==> src/rtl/pdpg_pkg.sv <==
// ----------------------------------------------------------------------------
// pdpg_pkg
// Shared types and constants of the percent-duty PWM timer.
// ----------------------------------------------------------------------------
package pdpg_pkg;

  localparam int CHANNEL_COUNT   = 6;
  localparam int CLOCK_FREQUENCY = 48000000;
  localparam int COUNTER_WIDTH   = 16;

  localparam int REQ_W       = 2;
  localparam int CH_W        = 3;
  localparam int IN_DUTY_W   = 8;
  localparam int PWM_W       = 6;
  localparam int DUTY_W      = 7;
  localparam int FREQ_W      = 26;
  localparam int CFG_IDX_W   = 2;

  localparam int DUTY_MAX        = 100;
  localparam int RESET_FREQUENCY = 25000;

  localparam int CH_IDX_W = (CHANNEL_COUNT > 1) ? $clog2(CHANNEL_COUNT) : 1;
  localparam int PROD_W   = COUNTER_WIDTH + DUTY_W;
  localparam int CLK_W    = $clog2(CLOCK_FREQUENCY + 1);
  localparam int STEP_W   = $clog2(CLK_W + 1);

  localparam longint COUNTER_MAX    = (64'd1 << COUNTER_WIDTH) - 64'd1;
  localparam longint RESET_QUOTIENT = CLOCK_FREQUENCY / RESET_FREQUENCY;
  localparam logic [COUNTER_WIDTH-1:0] RESET_MODULO =
      (RESET_QUOTIENT == 0) ? '0 :
      ((RESET_QUOTIENT - 1) > COUNTER_MAX) ? '1 :
      COUNTER_WIDTH'(RESET_QUOTIENT - 1);

  localparam logic [REQ_W-1:0] REQ_TICK  = 2'd0;
  localparam logic [REQ_W-1:0] REQ_WRITE = 2'd1;
  localparam logic [REQ_W-1:0] REQ_READ  = 2'd2;

  localparam logic [CFG_IDX_W-1:0] REG_FREQUENCY      = 2'd0;
  localparam logic [CFG_IDX_W-1:0] REG_COUNTER_ENABLE = 2'd1;

  typedef enum logic [1:0] {
    ST_IDLE,
    ST_DIVIDE,
    ST_APPLY
  } pdpg_state_t;

  typedef struct packed {
    logic [REQ_W-1:0]     req_type;
    logic [CH_W-1:0]      channel;
    logic [IN_DUTY_W-1:0] duty_req;
  } in_item_t;

  typedef struct packed {
    logic [PWM_W-1:0]  pwm_out;
    logic              period_wrap;
    logic              status;
    logic [DUTY_W-1:0] duty_readback;
  } out_item_t;

  typedef struct packed {
    logic                     done;
    logic [COUNTER_WIDTH-1:0] modulo;
  } div_result_t;

endpackage

==> src/rtl/pdpg_modulo_div.sv <==
// ----------------------------------------------------------------------------
// pdpg_modulo_div
// Restoring divider, one quotient bit per cycle: clock frequency over the
// requested frequency, turned into a saturated counter modulo.
// ----------------------------------------------------------------------------
module pdpg_modulo_div import pdpg_pkg::*; (
  input  logic              clk,
  input  logic              rst,
  input  logic              start,
  input  logic [FREQ_W-1:0] frequency,
  output div_result_t       result
);

  logic                     running;
  logic [STEP_W-1:0]        step_count;
  logic [FREQ_W-1:0]        divisor;
  logic [FREQ_W-1:0]        remainder;
  logic [CLK_W-1:0]         quotient;

  logic [FREQ_W:0]          trial;
  logic                     fits;
  logic [FREQ_W-1:0]        remainder_next;
  logic [CLK_W-1:0]         quotient_next;
  logic [CLK_W-1:0]         quotient_less;
  logic [COUNTER_WIDTH-1:0] modulo_calc;

  always_comb begin
    trial          = {remainder, quotient[CLK_W-1]};
    fits           = trial >= {1'b0, divisor};
    remainder_next = fits ? FREQ_W'(trial - {1'b0, divisor}) : trial[FREQ_W-1:0];
    quotient_next  = {quotient[CLK_W-2:0], fits};
    quotient_less  = quotient_next - 1'b1;
    if (quotient_next == '0) begin
      modulo_calc = '0;
    end else if (64'(quotient_less) > COUNTER_MAX) begin
      modulo_calc = '1;
    end else begin
      modulo_calc = COUNTER_WIDTH'(quotient_less);
    end
  end

  always_ff @(posedge clk) begin
    if (rst) begin
      running     <= 1'b0;
      result.done <= 1'b0;
    end else begin
      result.done <= running && !start && (step_count == STEP_W'(1));
      if (start) begin
        running    <= 1'b1;
        step_count <= STEP_W'(CLK_W);
        divisor    <= frequency;
        remainder  <= '0;
        quotient   <= CLK_W'(CLOCK_FREQUENCY);
      end else if (running) begin
        remainder  <= remainder_next;
        quotient   <= quotient_next;
        step_count <= step_count - 1'b1;
        if (step_count == STEP_W'(1)) begin
          running       <= 1'b0;
          result.modulo <= modulo_calc;
        end
      end
    end
  end

endmodule

==> src/rtl/percent_duty_pwm_generator.sv <==
// ----------------------------------------------------------------------------
// percent_duty_pwm_generator
// Six-channel edge-aligned PWM timer with duty set in percent.
// ----------------------------------------------------------------------------
// usage:
//   item channel (item_valid/item_ready, item): ticks, duty writes and duty
//   reads; every transaction gives exactly one result transaction on
//   result_valid/result_ready, result, in order.
//   an accepted item passes the single input register, then the result register;
//   one item per cycle while results are taken and no recompute is running.
//   configuration (cfg_valid/cfg_ready, cfg_index, cfg_data): index 0 is the
//   frequency in hertz, index 1 the counter enable. a nonzero frequency write
//   runs a 26-step bit-serial divider, whose registered done flag hands over
//   its result, then the apply state loads every channel's duty product;
//   cfg_ready and item_ready stay low meanwhile.
//   reset: counter 0, modulo 1919 (25 kHz), all duties 0, counter stopped.
//   a stalled receiver holds the result; one more item is taken into the
//   input register, after which item_ready drops until the result moves.
// ----------------------------------------------------------------------------
module percent_duty_pwm_generator import pdpg_pkg::*; (
  input  logic                 clk,
  input  logic                 rst,
  input  logic                 item_valid,
  output logic                 item_ready,
  input  in_item_t             item,
  output logic                 result_valid,
  input  logic                 result_ready,
  output out_item_t            result,
  input  logic                 cfg_valid,
  output logic                 cfg_ready,
  input  logic [CFG_IDX_W-1:0] cfg_index,
  input  logic [FREQ_W-1:0]    cfg_data
);

  pdpg_state_t              state, state_next;
  div_result_t              div_result;
  logic                     div_start;
  logic                     cfg_write;

  logic                     counter_enable;
  logic [COUNTER_WIDTH-1:0] period_counter;
  logic [COUNTER_WIDTH-1:0] modulo_value;
  logic [DUTY_W-1:0]        duty_store [CHANNEL_COUNT];
  logic [PROD_W-1:0]        products   [CHANNEL_COUNT];
  logic [PROD_W-1:0]        apply_product [CHANNEL_COUNT];

  logic                     hold_valid;
  in_item_t                 hold_item;
  logic                     advance;

  logic                     channel_ok;
  logic [CH_IDX_W-1:0]      channel_idx;
  logic [DUTY_W-1:0]        duty_clamped;
  logic [PROD_W-1:0]        write_product;
  logic [COUNTER_WIDTH-1:0] period_counter_next;
  logic [DUTY_W-1:0]        duty_store_next [CHANNEL_COUNT];
  logic [PROD_W-1:0]        products_next   [CHANNEL_COUNT];
  logic [PROD_W-1:0]        scaled_count;
  logic [CHANNEL_COUNT-1:0] pwm_bits;
  out_item_t                result_next;

  assign cfg_ready  = (state == ST_IDLE);
  assign cfg_write  = cfg_valid && cfg_ready;
  assign div_start  = cfg_write && (cfg_index == REG_FREQUENCY) && (cfg_data != '0);
  assign advance    = hold_valid && (state == ST_IDLE) && (!result_valid || result_ready);
  assign item_ready = (state == ST_IDLE) && (!hold_valid || advance);

  pdpg_modulo_div u_modulo_div (
    .clk       (clk),
    .rst       (rst),
    .start     (div_start),
    .frequency (cfg_data),
    .result    (div_result)
  );

  always_comb begin
    state_next = state;
    case (state)
      ST_IDLE:   if (div_start) state_next = ST_DIVIDE;
      ST_DIVIDE: if (div_result.done) state_next = ST_APPLY;
      ST_APPLY:  state_next = ST_IDLE;
      default:   state_next = ST_IDLE;
    endcase
  end

  always_comb begin
    for (int c = 0; c < CHANNEL_COUNT; c++) begin
      apply_product[c] = PROD_W'(modulo_value) * PROD_W'(duty_store[c]);
    end
  end

  // compare value is floor(modulo * duty / 100), so counter < compare
  // is the same as 100 * (counter + 1) <= modulo * duty
  always_comb begin
    channel_ok    = hold_item.channel < CH_W'(CHANNEL_COUNT);
    channel_idx   = hold_item.channel[CH_IDX_W-1:0];
    duty_clamped  = (hold_item.duty_req > IN_DUTY_W'(DUTY_MAX)) ?
                    DUTY_W'(DUTY_MAX) : hold_item.duty_req[DUTY_W-1:0];
    write_product = PROD_W'(modulo_value) * PROD_W'(duty_clamped);

    period_counter_next = period_counter;
    duty_store_next     = duty_store;
    products_next       = products;
    result_next         = '0;

    case (hold_item.req_type)
      REQ_TICK: begin
        if (counter_enable) begin
          if (period_counter >= modulo_value) begin
            period_counter_next     = '0;
            result_next.period_wrap = 1'b1;
          end else begin
            period_counter_next = period_counter + 1'b1;
          end
        end
      end
      REQ_WRITE: begin
        if (!channel_ok) begin
          result_next.status = 1'b1;
        end else begin
          duty_store_next[channel_idx] = duty_clamped;
          products_next[channel_idx]   = write_product;
        end
      end
      REQ_READ: begin
        if (channel_ok) result_next.duty_readback = duty_store[channel_idx];
      end
      default: ;
    endcase

    scaled_count = (PROD_W'(period_counter_next) + 1'b1) * PROD_W'(DUTY_MAX);
    for (int c = 0; c < CHANNEL_COUNT; c++) begin
      pwm_bits[c] = scaled_count <= products_next[c];
    end
    result_next.pwm_out = PWM_W'(pwm_bits);
  end

  always_ff @(posedge clk) begin
    if (rst) begin
      state <= ST_IDLE;
    end else begin
      state <= state_next;
    end
  end

  always_ff @(posedge clk) begin
    if (rst) begin
      counter_enable <= 1'b0;
      period_counter <= '0;
      modulo_value   <= RESET_MODULO;
      for (int c = 0; c < CHANNEL_COUNT; c++) begin
        duty_store[c] <= '0;
        products[c]   <= '0;
      end
      hold_valid   <= 1'b0;
      result_valid <= 1'b0;
    end else begin
      if (cfg_write && (cfg_index == REG_COUNTER_ENABLE)) begin
        counter_enable <= cfg_data[0];
      end
      if (state == ST_DIVIDE && div_result.done) begin
        modulo_value <= div_result.modulo;
      end
      if (state == ST_APPLY) begin
        period_counter <= '0;
        products       <= apply_product;
      end

      if (item_valid && item_ready) begin
        hold_valid <= 1'b1;
      end else if (advance) begin
        hold_valid <= 1'b0;
      end

      if (advance) begin
        period_counter <= period_counter_next;
        duty_store     <= duty_store_next;
        products       <= products_next;
        result_valid   <= 1'b1;
      end else if (result_ready) begin
        result_valid <= 1'b0;
      end
    end
  end

  always_ff @(posedge clk) begin
    if (item_valid && item_ready) hold_item <= item;
    if (advance) result <= result_next;
  end

endmodule

==> config.mk <==
export PLATFORM = sky130hd
export DESIGN_NAME = percent_duty_pwm_generator
export DESIGN_NICKNAME = d
export VERILOG_FILES = /design/src/rtl/pdpg_pkg.sv /design/src/rtl/pdpg_modulo_div.sv /design/src/rtl/percent_duty_pwm_generator.sv
export SDC_FILE = /design/constraint.sdc
export NUM_CORES = 2
export LEC_CHECK = 0
export ABC_AREA = 0
export BUFFER_PORTS_ARGS = -buffer_cell sky130_fd_sc_hd__buf_2
export CAP_MARGIN = 20
export CORE_ASPECT_RATIO = 1.5
export CORE_MARGIN = 2
export CORE_UTILIZATION = 47
export CTS_CLUSTER_SIZE = 24
export DETAILED_ROUTE_END_ITERATION = 16
export GPL_TIMING_DRIVEN = 0
export PLACE_DENSITY = 0.63
export SLEW_MARGIN = 20
export SYNTH_ARGS = -nofsm -noshare
export SYNTH_HDL_FRONTEND = slang
export SYNTH_HIERARCHICAL = 1
export SYNTH_SLANG_ARGS = --single-unit
==> constraint.sdc <==
create_clock -name clk -period 12.1 [get_ports clk]
set_input_delay 2.42 -clock clk [delete_from_list [all_inputs] [get_ports clk]]
set_output_delay 2.42 -clock clk [all_outputs]
set_load 0.05 [all_outputs]
# Word-level counts from Yosys, hierarchy flattened
# Cells that the tools add are included.
# totals
reg_bits	346
latchBits	0
ramBits	0
rom_bits	0
input_bits	46
output_inout_bits	18
word_cells	138
memories	0
# classes
add_sub_neg	5
mul	8
n_div	0
magnitude_cmp	13
n_eq_ne	8
n_shift	0
n_mux	36
n_bitwise	3
reduce_logical	33
# ops
op	n
138-bit two-way mux	4
16-bit by 7-bit multiplier with 23-bit output	7
138-bit bitwise mux	1
23-bit less-or-equal comparator	6
16-bit two-way mux	6
26-bit two-way mux	3
23-bit demux with 3-bit select	1
42-bit bitwise mux	1
7-bit two-way mux	4
27-bit by 26-bit >= comparator with 1-bit output	1
26-bit by 16-bit greater-than comparator with 1-bit output, second input constant	1
26-bit zero test	1
26-bit nonzero test	1
26-bit by 1-bit subtractor with 26-bit output, second input constant	1
26-bit subtractor	1
23-bit two-way mux	1
7-bit binary-select mux with 3-bit select	1
7-bit demux with 3-bit select	1
17-bit by 5-bit multiplier with 21-bit output, second input constant	1
16-bit by 1-bit adder with 17-bit output, second input constant	1
16-bit by 1-bit adder with 16-bit output, second input constant	1
16-bit >= comparator	1
1-bit logical AND	12
2-bit AND reduction	5
other kinds (21)	43

# Depth between registers and ports, before layout
# logic_depth
word_depth	9
depth_mapped	42
depth_no_buf	41

# By module
# Netlist, hierarchy kept.
# modules_own_cells
module	n_inst	cells_each	area_per_inst_um2	seq_area_each_um2
percent_duty_pwm_generator	1	4736	39285.2	5185.0
pdpg_modulo_div	1	533	5808.1	3012.9

# Worst setup path after synthesis
# Ideal clock, no wire load.
# synth_timing
kind	reg2reg
start	register modulo_value[9]
end	register result[14] (netlist name)
setup_ns	0.152
t_arrival_ns	7.588
required_ns	11.948
slack_ns	4.359
path_stages_with_launch	38
n_path_buf	2
synth_period_minus_slack_ns	7.741
path_cell_list	dfxtp_1 > clkbuf_1 > inv_1 > ha_1 > a21o_1 > a21o_1 > a21oi_1 > a21oi_1 > a221o_1 > clkbuf_1 > nor2_1 > a21oi_1 > inv_1 > ha_1 > nand2b_1 > o31ai_1 > nand2_1 > or3_1 > [2 not listed] > ha_1 > fa_1 > ha_1 > and3_1 > a211oi_1 > nor2_1 > and2_1 > nor2_1 > ha_1 > nor2b_1 > o21ai_0 > nand2b_1 > a21oi_1 > nor2b_1 > o21ai_0 > nand2b_1 > a221o_1 > o21ai_0
# synth_lines
element	line_no	source
start, declared	percent_duty_pwm_generator.sv:42	logic [COUNTER_WIDTH-1:0] modulo_value;
start signal, assigned	percent_duty_pwm_generator.sv:162	modulo_value <= div_result.modulo;

==> run summary <==
RSZ-0062 raised after global routing = false
Peak supply drop = 246.7 uV
Skew final = 21.62 ps
CTS H-tree lvls = 2
Die area = 98490 sq um
Share of cells above drive strength 1 = 5.034%
Max Cap Viol = 0
CTS tree = yes
CP max stage delay = 890 ps
Async SR Flop Fraction = 0%
Cell Pwr Density = 94.95 nW/um^2
Root Buffer = clkbuf_16
Gr ovfl total = 0
Crit end category = flop
Synthesized instance count = 5269
CORE AREA = 95480 sq um
Largest net degree at the start of global routing = 27
Final period util = 88.96%
Worst-Margin Slew = 1286 ps
Antenna violations before repair = 12
Dpl ws = 1522 ps
Filler cell count = 9100
Crit path max fanout = 10
Top-Level Pins = 64
Die H = 383.4 microns
RD Place Congestion = 1.005
Postcts setup bufs = 0
Vias in the first global route = 39410
Post-DR wirelength/cell = 25.78 microns
DR DRC count = 0
Final Hold Viols = 0
Via/cell ratio = 5.994
Hold WC Path Type = flop to flop
Setup TNS Final = 0 ps
Post-synthesis average cell area = 8.558 sq um
Critical Path Most Common Cell = ha_1
Clk Latency, worst-skew pair = 610 ps
Worst R2R End = result[9]
Yosys warning count = 6
Clock Path Buffers = 3
Post-Syn Nets = 6325
R2R cell count = 36
Hold_buf cts = 0
Post-synth EDFFs = 127
CTS Buf Count = 41
Synth top area cells = fa_1 (22%), ha_1 (14%), dfxtp_1 (9.7%)
Row cnt = 139
Unique masters post-synth = 99
Worst min-delay path startpoint = products[93]
Critical path required time = 12400 ps
Final Slew Violations = 0
Sequential area share after synthesis = 18.18%
CP startpoint kind = flop
Clk pin slew, worst setup/hold paths = 60 ps
Area grow syn2layout = 8.438%
Status = finished clean
Nets = 6447
Reg2Reg Setup Slack = 1340 ps
Most used flip-flop cell after synthesis = dfxtp_1
Hold Path End = products[93]
Critical path class = flop to flop
Synthesized area = 45090 sq um
Slowest-stage cell, CP = xnor2_1
Max Freq = 92.90 MHz
Top routing layer used = met5
GRT Util Overall = 34.70%
Routed Antenna Nets = 0
First drt pass iteration count = 6
Slew Limit Headroom = 14.28%
Detail Route met3 WL = 12990 microns
P_leak = 22.73 nW
First-pass GRT wire length = 252000 microns
Synth cell count leaders = nand2_1 (771), inv_1 (547), ha_1 (514)
Final WL = 172500 microns
Crit path DAT = 11060 ps
Area fraction of the dominant cell type after synthesis = 22.02%
#FFs+latches synth = 346
TritonCTS Sinks = 346
M1 wire length = 62500 microns
Crit Reg-Reg Startpoint = modulo_value[8]
Routed wl met2 = 80360 microns
Setup Viol. Count Final = 0
Detailed placer's ending HPWL = 138900 microns
Die X = 256.9 microns
Final WS setup = 1336 ps
Final hold slack = 462.4 ps
Count leader, synth = nand2_1
Final Critical Period = 10760 ps
Post-CTS sizing = 0
Min-Delay Path Depth = 2
Fin util = 51.21%
Initial core utilization = 47.23%
Initial DRC count = 3724
# port buffers = 63
Synth area leader = fa_1
Via count = 40120
## worst max-delay path by stage
stage                         start    endpoint  slack, ps  depth (start not counted)
floorplan           modulo_value[9]  result[14]       4360                         37
global placement    modulo_value[7]   result[9]        320                         33
detailed placement  modulo_value[9]   result[9]       1520                         36
CTS                 modulo_value[9]   result[9]       1440                         36
global route        modulo_value[9]   result[9]        980                         35
finish              modulo_value[8]   result[9]       1340                         36
## metrics by stage
step	area, sq um	std cells	total power [mW]
floorplan	45090	5269	2.217
global route	48900	6692	4.727
finish	48900	6693	4.643
detailed placement	47430	6617	3.140
CTS	48890	6692	4.516
global placement	47000	6601	2.974
## cell usage in the layout (no fill, tap or decap), drive strengths merged, types with 11 or more instances in the layout
cell type  netlist  routed
nand2          774     774
inv            549     554
ha             514     514
fa             496     496
nor2           459     459
clkbuf         285     338
a21oi          330     330
dfxtp          219     219
and2           188     188
xnor2          139     139
o21ai          130     130
edfxtp         127     127
buf             28     107
a21o           102     102
mux2i           80      80
a221oi          80      80
nand3           65      65
and3            60      60
xor2            57      57
a211oi          56      56
nor3            50      50
nor2b           46      46
nand4           44      44
a22oi           37      37
o21a            34      34
nand2b          25      25
o21bai          24      24
o22ai           22      22
a31oi           21      21
nor4            21      21
or3             20      20
or2             18      18
o211ai          18      18
a222oi          15      15
clkinv           1      11
## cells by family (layout without fill, tap and decap cells)
| logic type | count (synthesis) | after routing | synth area share [%] |
|---|---|---|---|
| AO/OA/AOI/OAI | 958 | 958 | 14.10 |
| XOR/XNOR | 196 | 196 | 3.807 |
| adder cells (fa/ha/maj) | 1010 | 1010 | 36.28 |
| buffers and inverters | 863 | 1017 | 7.250 |
| flip-flops | 346 | 346 | 18.18 |
| multiplexers | 91 | 91 | 2.125 |
| other | 0 | 1 | 0 |
| AND/OR/NAND/NOR | 1805 | 1805 | 18.26 |
## layer usage
metal	vias up	GRT usage [%]
li1	17920	-
met1	19670	39.50
met2	1888	58.19
met3	619	5.463
met4	16	27.31
met5	-	0
## worst max-delay path, delay by kind of cell (launching register included)
kind	cells	cell delay, ps
AO/OA/AOI/OAI	15	3560
XOR/XNOR	1	890
adder cells (fa/ha/maj)	7	2400
buffers and inverters	4	1700
flip-flops	1	330
AND/OR/NAND/NOR	9	1570
## power by group
group	switching, mW	internal [mW]
Clock	0.581	0.809
Sequential	0.0194	1.24
Combinational	1.44	0.546
## final cells by class
class	instances	area (sq um)	area share [%]
Antenna cell	1	2.502	0.005118
Inverter	550	2064	4.222
Clock inverter	22	264.0	0.5399
Tap cell	1269	1588	3.247
Buffer	313	1214	2.482
Sequential cell	346	8198	16.77
Clock buffer	53	1195	2.444
Timing Repair Buffer	79	533.0	1.090
Multi-Input combinational cell	4060	33840	69.21
## sequential cells by signal (all words and copies together) (netlist names), 16 cells and up
name                    flops
u_modulo_div/divisor       26
modulo_value               16
u_modulo_div/quotient      26
period_counter             16
u_modulo_div/result        17
products                  138
duty_store                 42
u_modulo_div/remainder     26
No activity file was read; power rests on OpenSTA's default activity.
